==> src/rtl/fax_apt_sample_sequencer_defines.svh <==
// ----------------------------------------------------------------------------
// fax_apt_sample_sequencer_defines
// Assertion macros used by the sequencer top level.
// ----------------------------------------------------------------------------
`ifndef FAX_APT_SAMPLE_SEQUENCER_DEFINES_SVH
`define FAX_APT_SAMPLE_SEQUENCER_DEFINES_SVH

`ifndef NO_ASSERTIONS
`define FASS_ASSERT_NEVER(lbl, expr, msg) \
  lbl: assert property (@(posedge clk) disable iff (!rst_n) !(expr)) else $error(msg);
`define FASS_ASSERT_IMP(lbl, ante, cons, msg) \
  lbl: assert property (@(posedge clk) disable iff (!rst_n) (ante) |-> (cons)) else $error(msg);
`else
`define FASS_ASSERT_NEVER(lbl, expr, msg)
`define FASS_ASSERT_IMP(lbl, ante, cons, msg)
`endif

`endif

==> src/rtl/fass_pkg.sv <==
// ----------------------------------------------------------------------------
// fass_pkg
// Types and constants of the radio-fax sample sequencer.
// ----------------------------------------------------------------------------
package fass_pkg;

  localparam int NW  = 36;  // sample count, covers the longest phase
  localparam int DVW = 48;  // divider dividend
  localparam int DSW = 23;  // divider divisor (60 * rate)
  localparam int QW  = 21;  // divider quotient

  localparam logic [4:0] QB_TONE = 5'd21;
  localparam logic [4:0] QB_LINE = 5'd12;

  localparam logic [2:0] CFG_LPM        = 3'd0;
  localparam logic [2:0] CFG_RATE       = 3'd1;
  localparam logic [2:0] CFG_START_FREQ = 3'd2;
  localparam logic [2:0] CFG_START_SECS = 3'd3;
  localparam logic [2:0] CFG_PH_LINES   = 3'd4;
  localparam logic [2:0] CFG_POLARITY   = 3'd5;
  localparam logic [2:0] CFG_STOP_FREQ  = 3'd6;
  localparam logic [2:0] CFG_STOP_SECS  = 3'd7;

  typedef enum logic [2:0] {
    PH_IDLE     = 3'd0,
    PH_START    = 3'd1,
    PH_PHASING  = 3'd2,
    PH_ENDPHASE = 3'd3,
    PH_IMAGE    = 3'd4,
    PH_STOP     = 3'd5
  } phase_t;

  typedef enum logic [3:0] {
    ST_IDLE,
    ST_SET1,
    ST_COMMIT,
    ST_DIV1,
    ST_FIN1,
    ST_SET2,
    ST_DIV2,
    ST_DIV3,
    ST_DONE
  } state_t;

  typedef enum logic [1:0] {
    DS_SAMPLE,
    DS_LOC,
    DS_COL
  } dsel_t;

  typedef struct packed {
    logic  accept;
    logic  settle;
    logic  commit;
    logic  div_start;
    dsel_t div_sel;
    logic  fin;
    logic  frow_ld;
    logic  fcol_ld;
    logic  out_ld;
  } dp_cmd_t;

  typedef struct packed {
    logic   settled;
    logic   div_busy;
    logic   need_div;
    phase_t wph;
  } dp_stat_t;

endpackage

==> src/rtl/fass_div.sv <==
// ----------------------------------------------------------------------------
// fass_div
// Restoring divider, one quotient bit per cycle, quotient width per request.
// ----------------------------------------------------------------------------
module fass_div (
  input  logic                      clk,
  input  logic                      rst_n,
  input  logic                      start,
  input  logic [fass_pkg::DVW-1:0]  dvd,
  input  logic [fass_pkg::DSW-1:0]  dvs,
  input  logic [4:0]                qbits,
  output logic                      busy,
  output logic [fass_pkg::QW-1:0]   quo,
  output logic [fass_pkg::DSW-1:0]  rem
);

  logic [fass_pkg::DVW-1:0] rem_r;
  logic [fass_pkg::DVW-1:0] dsh_r;
  logic [fass_pkg::QW-1:0]  quo_r;
  logic [4:0]               cnt_r;
  logic                     busy_r;
  logic                     ge;

  assign ge = rem_r >= dsh_r;

  always_ff @(posedge clk) begin
    if (!rst_n) begin
      busy_r <= 1'b0;
      cnt_r  <= '0;
    end else if (start) begin
      busy_r <= 1'b1;
      cnt_r  <= qbits;
      rem_r  <= dvd;
      dsh_r  <= fass_pkg::DVW'(dvs) << (qbits - 5'd1);
      quo_r  <= '0;
    end else if (busy_r) begin
      if (ge) rem_r <= rem_r - dsh_r;
      quo_r  <= {quo_r[fass_pkg::QW-2:0], ge};
      dsh_r  <= dsh_r >> 1;
      cnt_r  <= cnt_r - 5'd1;
      busy_r <= (cnt_r != 5'd1);
    end
  end

  assign busy = busy_r;
  assign quo  = quo_r;
  assign rem  = rem_r[fass_pkg::DSW-1:0];

endmodule

==> src/rtl/fass_ctrl.sv <==
// ----------------------------------------------------------------------------
// fass_ctrl
// Sequencer controller: settles phases, runs divisions, hands off results.
// ----------------------------------------------------------------------------
module fass_ctrl (
  input  logic                clk,
  input  logic                rst_n,
  input  logic                in_tvalid,
  input  logic                in_start,
  output logic                in_tready,
  input  logic                out_tready,
  output logic                out_tvalid,
  input  fass_pkg::dp_stat_t  st,
  output fass_pkg::dp_cmd_t   cmd
);

  fass_pkg::state_t state_r, state_nxt;
  logic             out_valid_r;
  logic             out_free;

  assign out_free = !out_valid_r || out_tready;

  always_comb begin
    state_nxt = state_r;
    case (state_r)
      fass_pkg::ST_IDLE: begin
        if (in_tvalid) state_nxt = in_start ? fass_pkg::ST_SET2 : fass_pkg::ST_SET1;
      end
      fass_pkg::ST_SET1: begin
        if (st.settled) state_nxt = fass_pkg::ST_COMMIT;
      end
      fass_pkg::ST_COMMIT: begin
        if (st.wph == fass_pkg::PH_IDLE) state_nxt = fass_pkg::ST_SET2;
        else if (st.need_div)            state_nxt = fass_pkg::ST_DIV1;
        else                             state_nxt = fass_pkg::ST_FIN1;
      end
      fass_pkg::ST_DIV1: begin
        if (!st.div_busy) state_nxt = fass_pkg::ST_FIN1;
      end
      fass_pkg::ST_FIN1: state_nxt = fass_pkg::ST_SET2;
      fass_pkg::ST_SET2: begin
        if (st.settled)
          state_nxt = (st.wph == fass_pkg::PH_IMAGE) ? fass_pkg::ST_DIV2 : fass_pkg::ST_DONE;
      end
      fass_pkg::ST_DIV2: begin
        if (!st.div_busy) state_nxt = fass_pkg::ST_DIV3;
      end
      fass_pkg::ST_DIV3: begin
        if (!st.div_busy) state_nxt = fass_pkg::ST_DONE;
      end
      fass_pkg::ST_DONE: begin
        if (out_free) state_nxt = fass_pkg::ST_IDLE;
      end
      default: state_nxt = fass_pkg::ST_IDLE;
    endcase
  end

  always_comb begin
    cmd           = '0;
    cmd.div_sel   = fass_pkg::DS_SAMPLE;
    in_tready     = 1'b0;
    case (state_r)
      fass_pkg::ST_IDLE: begin
        in_tready  = 1'b1;
        cmd.accept = in_tvalid;
      end
      fass_pkg::ST_SET1: cmd.settle = 1'b1;
      fass_pkg::ST_COMMIT: begin
        cmd.commit    = 1'b1;
        cmd.div_start = st.need_div;
      end
      fass_pkg::ST_FIN1: cmd.fin = 1'b1;
      fass_pkg::ST_SET2: begin
        cmd.settle    = 1'b1;
        cmd.div_sel   = fass_pkg::DS_LOC;
        cmd.div_start = st.settled && (st.wph == fass_pkg::PH_IMAGE);
      end
      fass_pkg::ST_DIV2: begin
        // row is ready: keep it and divide the remainder for the column
        cmd.div_sel   = fass_pkg::DS_COL;
        cmd.frow_ld   = !st.div_busy;
        cmd.div_start = !st.div_busy;
      end
      fass_pkg::ST_DIV3: cmd.fcol_ld = !st.div_busy;
      fass_pkg::ST_DONE: cmd.out_ld = out_free;
      default: ;
    endcase
  end

  always_ff @(posedge clk) begin
    if (!rst_n) begin
      state_r     <= fass_pkg::ST_IDLE;
      out_valid_r <= 1'b0;
    end else begin
      state_r <= state_nxt;
      if (cmd.out_ld)     out_valid_r <= 1'b1;
      else if (out_tready) out_valid_r <= 1'b0;
    end
  end

  assign out_tvalid = out_valid_r;

endmodule

==> src/rtl/fass_dp.sv <==
// ----------------------------------------------------------------------------
// fass_dp
// Sequencer datapath: registers, phase lengths, operand select, result word.
// ----------------------------------------------------------------------------
module fass_dp (
  input  logic                clk,
  input  logic                rst_n,
  input  logic                cfg_we,
  input  logic [2:0]          cfg_index,
  input  logic [16:0]         cfg_wdata,
  input  logic                in_start,
  input  logic [11:0]         in_rows,
  input  logic [11:0]         in_cols,
  input  logic [7:0]          in_gray,
  input  fass_pkg::dp_cmd_t   cmd,
  output fass_pkg::dp_stat_t  st,
  output logic                out_flag,
  output logic [47:0]         out_word
);

  // configuration
  logic [7:0]  lpm_r;
  logic [16:0] rate_r;
  logic [11:0] st_freq_r, sp_freq_r;
  logic [7:0]  st_secs_r, sp_secs_r, ph_lines_r;
  logic        pol_r;

  // transmission state and working copy
  fass_pkg::phase_t phase_r, wph_r, shown_r, wph_nxt;
  logic [fass_pkg::NW-1:0] n_r, wn_r;
  logic [11:0] rows_r, cols_r;
  logic [7:0]  pix_r;

  // result fields
  logic        valid_r;
  logic [7:0]  level_r;
  logic [11:0] line_r, fcol_r, frow_r;
  logic        oflag_r;
  logic [47:0] oword_r;

  logic [16:0] rate_e;
  logic [7:0]  lpm_e;
  logic [22:0] den;
  logic [11:0] sel12;
  logic [28:0] rp;
  logic [34:0] x60;
  logic [36:0] np1;
  logic [44:0] npl;
  logic        ge;
  logic        tone;
  logic [12:0] f2;
  logic [48:0] prod_tone;
  logic [43:0] prod_loc;
  logic [34:0] prod_col;
  logic [fass_pkg::DVW-1:0] dvd;
  logic [fass_pkg::DSW-1:0] dvs;
  logic [4:0]  qb;
  logic        div_busy;
  logic [fass_pkg::QW-1:0]  quo;
  logic [fass_pkg::DSW-1:0] rem;
  logic [28:0] m40, den39;
  logic [7:0]  edge_lvl, lvl;
  logic [fass_pkg::NW-1:0] n_inc;

  assign rate_e = (rate_r == '0) ? 17'd1 : rate_r;
  assign lpm_e  = (lpm_r == '0) ? 8'd1 : lpm_r;
  assign den    = 23'(rate_e) * 23'd60;

  // phase length test: R*k for tones, floor(60*R*k/L) <= n as 60*R*k < (n+1)*L
  always_comb begin
    case (wph_r)
      fass_pkg::PH_START:    sel12 = {4'd0, st_secs_r};
      fass_pkg::PH_PHASING:  sel12 = {4'd0, ph_lines_r};
      fass_pkg::PH_ENDPHASE: sel12 = 12'd1;
      fass_pkg::PH_IMAGE:    sel12 = rows_r;
      fass_pkg::PH_STOP:     sel12 = {4'd0, sp_secs_r};
      default:               sel12 = 12'd0;
    endcase
  end

  assign rp  = 29'(rate_e) * 29'(sel12);
  assign x60 = 35'(rp) * 35'd60;
  assign np1 = 37'(wn_r) + 37'd1;
  assign npl = 45'(np1) * 45'(lpm_e);

  always_comb begin
    case (wph_r)
      fass_pkg::PH_START, fass_pkg::PH_STOP: ge = wn_r >= fass_pkg::NW'(rp);
      fass_pkg::PH_PHASING, fass_pkg::PH_ENDPHASE, fass_pkg::PH_IMAGE:
        ge = 45'(x60) < npl;
      default: ge = 1'b0;
    endcase
  end

  assign wph_nxt = (wph_r == fass_pkg::PH_STOP) ? fass_pkg::PH_IDLE
                                                : fass_pkg::phase_t'(wph_r + 3'd1);

  // divider operands
  assign tone      = (wph_r == fass_pkg::PH_START) || (wph_r == fass_pkg::PH_STOP);
  assign f2        = {(wph_r == fass_pkg::PH_START) ? st_freq_r : sp_freq_r, 1'b0};
  assign prod_tone = 49'(wn_r) * 49'(f2);
  assign prod_loc  = 44'(wn_r) * 44'(lpm_e);
  assign prod_col  = 35'(rem) * 35'(cols_r);

  always_comb begin
    dvd = fass_pkg::DVW'(prod_loc);
    dvs = den;
    qb  = fass_pkg::QB_LINE;
    case (cmd.div_sel)
      fass_pkg::DS_SAMPLE: begin
        if (tone) begin
          dvd = prod_tone[fass_pkg::DVW-1:0];
          dvs = fass_pkg::DSW'(rate_e);
          qb  = fass_pkg::QB_TONE;
        end
      end
      fass_pkg::DS_COL: dvd = fass_pkg::DVW'(prod_col);
      default: ;
    endcase
  end

  fass_div u_div (
    .clk   (clk),
    .rst_n (rst_n),
    .start (cmd.div_start),
    .dvd   (dvd),
    .dvs   (dvs),
    .qbits (qb),
    .busy  (div_busy),
    .quo   (quo),
    .rem   (rem)
  );

  // sample level from the committed phase
  assign m40      = 29'(rem) * 29'd40;
  assign den39    = 29'(den) * 29'd39;
  assign edge_lvl = pol_r ? 8'd255 : 8'd0;

  always_comb begin
    case (phase_r)
      fass_pkg::PH_START, fass_pkg::PH_STOP: lvl = {8{quo[0]}};
      fass_pkg::PH_PHASING:
        lvl = (m40 < 29'(den) || m40 >= den39) ? edge_lvl : ~edge_lvl;
      fass_pkg::PH_ENDPHASE: lvl = edge_lvl;
      fass_pkg::PH_IMAGE:    lvl = pix_r;
      default:               lvl = 8'd0;
    endcase
  end

  assign n_inc = n_r + fass_pkg::NW'(1);

  always_ff @(posedge clk) begin
    if (!rst_n) begin
      lpm_r      <= 8'd120;
      rate_r     <= 17'd8000;
      st_freq_r  <= '0;
      st_secs_r  <= '0;
      ph_lines_r <= '0;
      pol_r      <= 1'b0;
      sp_freq_r  <= '0;
      sp_secs_r  <= '0;
    end else if (cfg_we) begin
      case (cfg_index)
        fass_pkg::CFG_LPM:        lpm_r      <= cfg_wdata[7:0];
        fass_pkg::CFG_RATE:       rate_r     <= cfg_wdata;
        fass_pkg::CFG_START_FREQ: st_freq_r  <= cfg_wdata[11:0];
        fass_pkg::CFG_START_SECS: st_secs_r  <= cfg_wdata[7:0];
        fass_pkg::CFG_PH_LINES:   ph_lines_r <= cfg_wdata[7:0];
        fass_pkg::CFG_POLARITY:   pol_r      <= cfg_wdata[0];
        fass_pkg::CFG_STOP_FREQ:  sp_freq_r  <= cfg_wdata[11:0];
        fass_pkg::CFG_STOP_SECS:  sp_secs_r  <= cfg_wdata[7:0];
        default: ;
      endcase
    end
  end

  always_ff @(posedge clk) begin
    if (!rst_n) begin
      phase_r <= fass_pkg::PH_IDLE;
      n_r     <= '0;
      rows_r  <= '0;
      cols_r  <= '0;
    end else if (cmd.accept && in_start) begin
      phase_r <= fass_pkg::PH_START;
      n_r     <= '0;
      rows_r  <= in_rows;
      cols_r  <= in_cols;
    end else if (cmd.commit) begin
      phase_r <= wph_r;
      n_r     <= wn_r;
    end else if (cmd.fin) begin
      n_r <= n_inc;
    end
  end

  always_ff @(posedge clk) begin
    if (cmd.accept) begin
      wph_r   <= in_start ? fass_pkg::PH_START : phase_r;
      wn_r    <= in_start ? '0 : n_r;
      pix_r   <= in_gray;
      shown_r <= fass_pkg::PH_IDLE;
      valid_r <= 1'b0;
      level_r <= '0;
      line_r  <= '0;
      fcol_r  <= '0;
      frow_r  <= '0;
    end else begin
      if (cmd.settle && !st.settled) begin
        wph_r <= wph_nxt;
        wn_r  <= '0;
      end
      if (cmd.commit) shown_r <= wph_r;
      if (cmd.fin) begin
        valid_r <= 1'b1;
        level_r <= lvl;
        line_r  <= (phase_r == fass_pkg::PH_IMAGE) ? quo[11:0] : 12'd0;
        wn_r    <= n_inc;
      end
      if (cmd.frow_ld) frow_r <= quo[11:0];
      if (cmd.fcol_ld) fcol_r <= quo[11:0];
    end
  end

  // result word, lowest field first: level, phase_now, image_line, fetch_col, fetch_row
  always_ff @(posedge clk) begin
    if (cmd.out_ld) begin
      oflag_r <= valid_r;
      oword_r <= {1'b0, frow_r, fcol_r, line_r, valid_r ? shown_r : wph_r, level_r};
    end
  end

  assign st.settled  = (wph_r == fass_pkg::PH_IDLE) || !ge;
  assign st.div_busy = div_busy;
  assign st.need_div = (wph_r != fass_pkg::PH_IDLE) && (wph_r != fass_pkg::PH_ENDPHASE);
  assign st.wph      = wph_r;
  assign out_flag    = oflag_r;
  assign out_word    = oword_r;

endmodule

==> src/rtl/fax_apt_sample_sequencer.sv <==
// ----------------------------------------------------------------------------
// fax_apt_sample_sequencer
// Radio-fax baseband sequencer: one level per tick word, start/phasing/endphase/image/stop.
// ----------------------------------------------------------------------------
// Usage: each input word is a tick (in_tuser 0) or a start (in_tuser 1, with
// image rows and columns). Every input word yields exactly one output word:
// out_tuser flags a produced sample, out_tdata carries level, phase, image
// line and the pixel to present with the next tick (fetch column/row).
// Configuration is written through cfg_we/cfg_index/cfg_wdata while no word
// is in flight; there is no read-back.
// Each word is processed from the accepting cycle to the output load, one word
// at a time, through the phase settling (one phase per cycle) and a shared
// restoring divider that delivers one quotient bit per cycle: 21 bits for
// tone samples, 12 bits for the line position, then 12 bits each for the
// fetch row and column when the next sample is an image sample.
// A finished word sits in the output register; the next input word is taken
// while it waits, and its result is held back until the receiver drains it.
// Reset (rst_n low, synchronous) puts the block idle and loads the default
// register values (120 lines per minute, 8000 samples per second).
// ----------------------------------------------------------------------------
`include "fax_apt_sample_sequencer_defines.svh"

module fax_apt_sample_sequencer (
  input  logic        clk,
  input  logic        rst_n,
  input  logic        cfg_we,
  input  logic [2:0]  cfg_index,
  input  logic [16:0] cfg_wdata,
  input  logic        in_tvalid,
  output logic        in_tready,
  input  logic [31:0] in_tdata,   // image_rows[11:0], image_cols[23:12], pixel_gray[31:24]
  input  logic        in_tuser,   // cmd
  output logic        out_tvalid,
  input  logic        out_tready,
  output logic [47:0] out_tdata,  // level[7:0], phase_now[10:8], image_line[22:11],
                                  // fetch_col[34:23], fetch_row[46:35]
  output logic        out_tuser   // sample_valid
);

  fass_pkg::dp_cmd_t  cmd;
  fass_pkg::dp_stat_t st;

  fass_ctrl u_ctrl (
    .clk        (clk),
    .rst_n      (rst_n),
    .in_tvalid  (in_tvalid),
    .in_start   (in_tuser),
    .in_tready  (in_tready),
    .out_tready (out_tready),
    .out_tvalid (out_tvalid),
    .st         (st),
    .cmd        (cmd)
  );

  fass_dp u_dp (
    .clk       (clk),
    .rst_n     (rst_n),
    .cfg_we    (cfg_we),
    .cfg_index (cfg_index),
    .cfg_wdata (cfg_wdata),
    .in_start  (in_tuser),
    .in_rows   (in_tdata[11:0]),
    .in_cols   (in_tdata[23:12]),
    .in_gray   (in_tdata[31:24]),
    .cmd       (cmd),
    .st        (st),
    .out_flag  (out_tuser),
    .out_word  (out_tdata)
  );

  `FASS_ASSERT_NEVER(a_accept_busy, in_tready && st.div_busy, "input taken while dividing")
  `FASS_ASSERT_IMP(a_sample_phase, out_tvalid && out_tuser, (out_tdata[10:8] != fass_pkg::PH_IDLE) && (out_tdata[10:8] <= fass_pkg::PH_STOP), "sample without active phase")
  `FASS_ASSERT_IMP(a_line_no_sample, out_tvalid && !out_tuser, out_tdata[22:11] == 12'd0, "image line set without sample")

endmodule

==> config.mk <==
export PLATFORM = sky130hd
export DESIGN_NAME = fax_apt_sample_sequencer
export DESIGN_NICKNAME = d
export VERILOG_FILES = /design/src/rtl/fass_pkg.sv /design/src/rtl/fass_div.sv /design/src/rtl/fass_ctrl.sv /design/src/rtl/fass_dp.sv /design/src/rtl/fax_apt_sample_sequencer.sv
export VERILOG_INCLUDE_DIRS = /design/src /design/src/rtl
export SDC_FILE = /design/constraint.sdc
export NUM_CORES = 2
export LEC_CHECK = 0
export BUFFER_PORTS_ARGS = -buffer_cell sky130_fd_sc_hd__buf_4
export CORE_MARGIN = 2
export CORE_UTILIZATION = 55
export DETAILED_ROUTE_END_ITERATION = 10
export PLACE_DENSITY = 0.71
export SLEW_MARGIN = 20
export SYNTH_ARGS = -nofsm -noshare
export SYNTH_HDL_FRONTEND = slang
export SYNTH_SLANG_ARGS = --single-unit
==> constraint.sdc <==
create_clock -name clk -period 17.6 [get_ports clk]
set_input_delay 3.52 -clock clk [delete_from_list [all_inputs] [get_ports clk]]
set_output_delay 3.52 -clock clk [all_outputs]
set_load 0.03 [all_outputs]
==> After elaboration in Yosys (flattened, before gate mapping) <==
Cells that the tools add are included.
{ "word_totals": {"ramBits": 0, "latchBits": 0, "reg_bits": 399, "n_memories": 0, "out_inout_bits": 51, "mem_bits_ro": 0} }
{ "classes": {"eq_ne": 35, "bitwise": 2, "mul": 9, "magnitude_cmp": 5, "n_addsub": 6, "n_reduce_logical": 42, "mux": 62, "n_shift": 1, "div": 0} }
{ "op_table": {"columns": ["cell", "n"], "rows": [
  ["48-bit two-way mux", 6],
  ["36-bit two-way mux", 6],
  ["48-bit case mux with 2 select lines", 1],
  ["12-bit case mux with 5 select lines", 1],
  ["48-bit greater-or-equal comparator", 1],
  ["23-bit by 5-bit left shift with 48-bit output", 1],
  ["48-bit subtractor", 1],
  ["36-bit by 12-bit multiplier with 47-bit output", 1],
  ["23-bit two-way mux", 2],
  ["35-bit by 45-bit < comparator with 1-bit output", 1],
  ["37-bit by 8-bit multiplier with 45-bit output", 1],
  ["36-bit by 8-bit multiplier with 44-bit output", 1],
  ["36-bit by 1-bit adder with 37-bit output, second input constant", 1],
  ["36-bit by 1-bit adder with 36-bit output, second input constant", 1],
  ["36-bit by 29-bit greater-or-equal comparator with 1-bit output", 1],
  ["12-bit two-way mux", 3],
  ["4-bit two-way mux", 9],
  ["4-bit case mux with 9 select lines", 1],
  ["23-bit by 12-bit multiplier with 35-bit output", 1],
  ["29-bit by 4-bit multiplier with 33-bit output, second input constant", 1],
  ["8-bit case mux with 4 select lines", 1],
  ["29-bit greater-or-equal comparator", 1],
  ["29-bit by 23-bit < comparator with 1-bit output", 1],
  ["17-bit by 12-bit multiplier with 29-bit output", 1],
  ["42 further kinds", 117]
]} }

==> Logic depth before layout (Yosys ltp) <==
{ "logic_depth": {"ltp_word": 13, "mapped_depth": 56} }

==> Cells and area by module <==
A second synthesis with hierarchy kept.
{ "hier_totals": {"hier_cells": 9176, "area_unflattened_um2": 78444.0} }
{ "by_module_without_submodules": {"columns": ["mod", "n_inst", "cells_per_inst", "seq_area_each_um2", "area_per_inst_um2"], "rows": [
  ["fass_dp", 1, 8060, 6556.3, 68557.0],
  ["fass_div", 1, 1053, 3633.5, 9401.5],
  ["fass_ctrl", 1, 63, 100.1, 485.5]
]} }

==> Worst setup path after synthesis <==
Ideal clock, no wire load.
{ "synth_path": {"path_type": "reg2reg", "from": "reg u_dp.wph_r[1]", "to": "reg u_dp.u_div.dsh_r[0] (netlist name), enable pin", "required_ps": 17103, "arrival_time_ps": 14684, "path_buffers": 5, "synth_period_minus_slack_ps": 15181, "path_stages_with_launch": 52, "path_slack_ps": 2419, "setup_time_ps": 497, "path_cell_list": "edfxtp_1 -> clkbuf_1 -> clkinv_1 -> nor2_1 -> a22oi_1 -> o22ai_1 -> clkbuf_1 -> nand2_1 -> fa_1 -> fa_1 -> fa_1 -> inv_1 -> fa_1 -> inv_1 -> fa_1 -> inv_1 -> ha_1 -> clkbuf_1 -> [16 not listed] -> a211oi_1 -> a2111oi_0 -> a21oi_1 -> xor2_1 -> ha_1 -> o21ai_0 -> a22oi_1 -> o211ai_1 -> a311oi_1 -> nand4_1 -> a211o_1 -> nor4_1 -> nor4b_4 -> a41oi_4 -> o21a_1 -> buf_6 -> buf_2 -> a21oi_1"} }
{ "synth_via": {"elab_chain_len": 12} }
{ "synth_rtl": {"columns": ["item", "line", "source"], "rows": [
  ["from (decl)", "fass_dp.sv:29", "fass_pkg::phase_t phase_r, wph_r, shown_r, wph_nxt;"],
  ["from (signal assigned)", "fass_dp.sv:198", "wph_r <= in_start ? fass_pkg::PH_START : phase_r;"],
  ["from (signal assigned)", "fass_dp.sv:209", "wph_r <= wph_nxt;"],
  ["3-bit equality test, or another cell as far along", "fass_dp.sv:71, fass_dp.sv:87", null],
  ["12-bit case mux with 5 select lines", "fass_dp.sv:71", "case (wph_r)"],
  ["17-bit by 12-bit multiplier with 29-bit output", "fass_dp.sv:81", "assign rp = 29'(rate_e) * 29'(sel12);"],
  ["29-bit by 4-bit multiplier with 33-bit output", "fass_dp.sv:82", "assign x60 = 35'(rp) * 35'd60;"],
  ["35-bit by 45-bit < comparator with 1-bit output", "fass_dp.sv:90", "ge = 45'(x60) < npl;"],
  ["1-bit case mux with 2 select lines", "fass_dp.sv:87", "case (wph_r)"],
  ["1-bit zero test", "fass_dp.sv:232", "assign st.settled = (wph_r == fass_pkg::PH_IDLE) || !ge;"],
  ["1-bit logical OR", "fass_dp.sv:232", null],
  ["1-bit logical AND", "fass_ctrl.sv:76", "cmd.div_start = st.settled && (st.wph == fass_pkg::PH_IMAGE);"],
  ["1-bit case mux with 3 select lines *", "fass_ctrl.sv:62", "case (state_r)"],
  ["2-bit nonzero test (no source line) *", null, null],
  ["2-bit AND reduction (no source line) *", null, null],
  ["to (signal assigned)", "fass_div.sv:34", "dsh_r <= fass_pkg::DVW'(dvs) << (qbits - 5'd1);"],
  ["to (signal assigned)", "fass_div.sv:39", "dsh_r <= dsh_r >> 1;"],
  ["to (decl)", "fass_div.sv:18", "logic [fass_pkg::DVW-1:0] dsh_r;"]
]} }
Every way passes the cells marked *; elsewhere a longest branch is shown, timed or not.
A chain may end at the register's enable or synchronous reset.

==> Worst setup path after layout <==
{ "layout_path": {"from": "reg u_dp.wph_r[0]", "to": "reg u_dp.u_div.dsh_r[10] (netlist name), enable pin"} }
The elaborated chain is that of the path after synthesis.

==> impl_metrics.json <==
{
  "path_class": "flip-flop to flip-flop",
  "cts_hold_buf": 0,
  "synth-edff-count": 203,
  "cp_slowest_stage_delay_ns": 0.78,
  "place_ws_ns": 2.40,
  "synthDistinctLibCells": 100,
  "syn_area_per_cell_um2": 8.62,
  "vias": 61700,
  "syn_to_final_growth_pct": 5.18,
  "synth-simple-area-share_pct": 17.8,
  "dieArea_mm2": 0.140,
  "cp_common_cell": "fa_1",
  "nNetsFinal": 10500,
  "final_cell_mix": "nand2_1 (1470), inv_1 (1320), fa_1 (1224), ha_1 (658), a21oi_1 (480)",
  "clock_path_buffers": 3,
  "grt_first_pass_wirelength_um": 351000,
  "numCtsBuffers": 45,
  "clock_sinks": 399,
  "port_buffers": 107,
  "startpoint_type": "flip-flop",
  "grt_usage_pct": 31.5,
  "setup-tns-final_ns": 0,
  "synth-seq-cells": 399,
  "min_period_ns": 15.20,
  "synth-xor-area-share_pct": 3.79,
  "slew_violations": 0,
  "place.gp.congestion": 0.938,
  "grt-ovfl-total": 0,
  "synth-compound-area-share_pct": 12.2,
  "drtIter0Drc": 4843,
  "initial_core_util_pct": 55.6,
  "final_common_cell": "nand2_1",
  "cp_max_fo": 93,
  "cts.clk_slew.worst_paths_ns": 0.06,
  "rsz0062_at_grt": "false",
  "cpMaxStageDelayCell": "edfxtp_1",
  "root_buffer": "clkbuf_16",
  "cts_resized": 0,
  "core_area_mm2": 0.136,
  "dr.pass1.iters": 6,
  "status": "complete, no violations",
  "row_count": 135,
  "endpoint_kind": "flip-flop",
  "syn_inst": 8760,
  "finClkSkew_ns": 0.0230,
  "drive_gt1_share_pct": 4.41,
  "cts_tree": "built",
  "worst_slack_ns": 2.40,
  "synth_mux_area_share_pct": 0.641,
  "r2r_start": "u_dp.wph_r[0]",
  "nFillCells": 12000,
  "worst_slew_pin_slew_ns": 1.19,
  "htreeDepth": 2,
  "cap_violations": 0,
  "viasPerCell": 5.93,
  "ys_warn_count": 0,
  "hp-start": "u_dp.line_r[8]",
  "ys.flop_type": "edfxtp_1",
  "min_period_over_period_pct": 86.4,
  "hp-class": "flip-flop to flip-flop",
  "timing.fmax_ghz": 0.0658,
  "antenna_found_initial": 5,
  "finalHoldViolations": 0,
  "clock_latency_ns": 0.65,
  "wl_per_cell_um": 20.8,
  "synth_top_family_by_area": "adder cells",
  "seq_area_frac_synth_pct": 13.3,
  "setup_violations": 0,
  "netlist_area_mm2": 0.0755,
  "slew_headroom_pct": 20.4,
  "die_x_um": 375,
  "io_pins": 109,
  "cp.arrival_ns": 15.47,
  "drc": 0,
  "detail-route-antenna-nets": 0,
  "async_flop_share_pct": 0,
  "n_antenna_cell": 0,
  "hpwl_um": 165000,
  "fp.dieH_um": 375,
  "crit_required_ns": 17.87,
  "synthAdderAreaFrac_pct": 43.5,
  "startpoint": "u_dp.wph_r[0]",
  "cts_setup_buffers": 0,
  "drt-total-wl_um": 217000,
  "grt_pass1_vias": 64500,
  "grt_start_max_net_pins": 94
}
[sequential cells by signal, indices dropped and copies added (netlist names), 17 cells and up]
signal            cells
u_dp.u_div.rem_r     48
u_dp.out_word        47
u_dp.wn_r            36
u_dp.rate_r          17
u_dp.u_div.dsh_r     48
u_dp.n_r             36
[path summary, 6_finish.rpt]
path                           to  slack [ns]  cells past startpoint
max          u_dp.u_div.dsh_r[10]        2.40                     49
min             u_dp.out_word[19]        0.43                      0
max reg2reg  u_dp.u_div.dsh_r[10]        2.40                     49
min reg2reg     u_dp.out_word[19]        0.43                      0
[per-layer routing]
layer	up-vias	GRT usage, %	routed length [µm]
met2	2302	53.7	105000
li1	27800	-	-
met3	452	3.77	15400
met1	31100	40.6	86200
met5	-	0	13
met4	2	13.2	10300
[critical path, delay by kind of cell (launching register included)]
| kind | cells | cell delay [ns] |
|---|---|---|
| simple gates | 7 | 1.76 |
| compound gates | 22 | 5.69 |
| buf+inv | 8 | 1.64 |
| flops | 1 | 0.78 |
| xor+xnor | 2 | 0.48 |
| fa+ha+maj | 10 | 4.33 |
[cell usage after synthesis (all sizes together), types with 36 or more instances]
library cell,count,area [µm²]
nor2,327,1230
nor2b,151,945
a31oi,78,488
buf,56,256
and2,430,2690
fa,1224,24500
o21ai,278,1410
nand4,62,394
ha,658,8230
nand2,1471,5520
nand2b,59,369
nor3,91,460
o21a,51,383
xor2,116,1020
dfxtp,196,3920
o21bai,42,315
mux2i,36,360
clkbuf,384,1440
a21oi,482,2410
edfxtp,203,6100
nand3,103,515
a21o,170,1280
inv,1323,4970
a211oi,55,428
xnor2,211,1850
and3,73,457
[layout make-up]
cell class	count	area [µm²]	share of cell area [%]
flip-flops and latches	399	10000	12.6
repair buffers	216	1630	2.05
clock inverters	25	367	0.462
inverters	1327	4980	6.27
clock buffers	59	1220	1.53
well taps	1781	2230	2.81
multi-input cells	6595	59000	74.2
[cells by family (layout without fill, tap and decap cells)]
kind of cell,count (synthesis),after routing
other,1,2
AO/OA/AOI/OAI,1446,1446
buffers and inverters,1767,1627
adder cells (fa/ha/maj),1889,1889
AND/OR/NAND/NOR,2884,2884
XOR/XNOR,327,327
multiplexers,47,47
flip-flops,399,399
[metrics by stage]
stage | util (%) | hold WS, ns | cell area, µm² | cells
2_1_floorplan | - | 0.408 | 75500 | 8761
3_3_place_gp | 57.3 | 0.411 | 77800 | 10300
5_1_grt | 58.5 | 0.435 | 79400 | 10400
6_report | 58.5 | 0.426 | 79400 | 10400
3_5_place_dp | 57.3 | 0.414 | 77800 | 10300
4_1_cts | 58.5 | 0.425 | 79400 | 10400
Power is not shown: default switching activity piles up to over one toggle a cycle in this logic, so the estimate is an artifact.
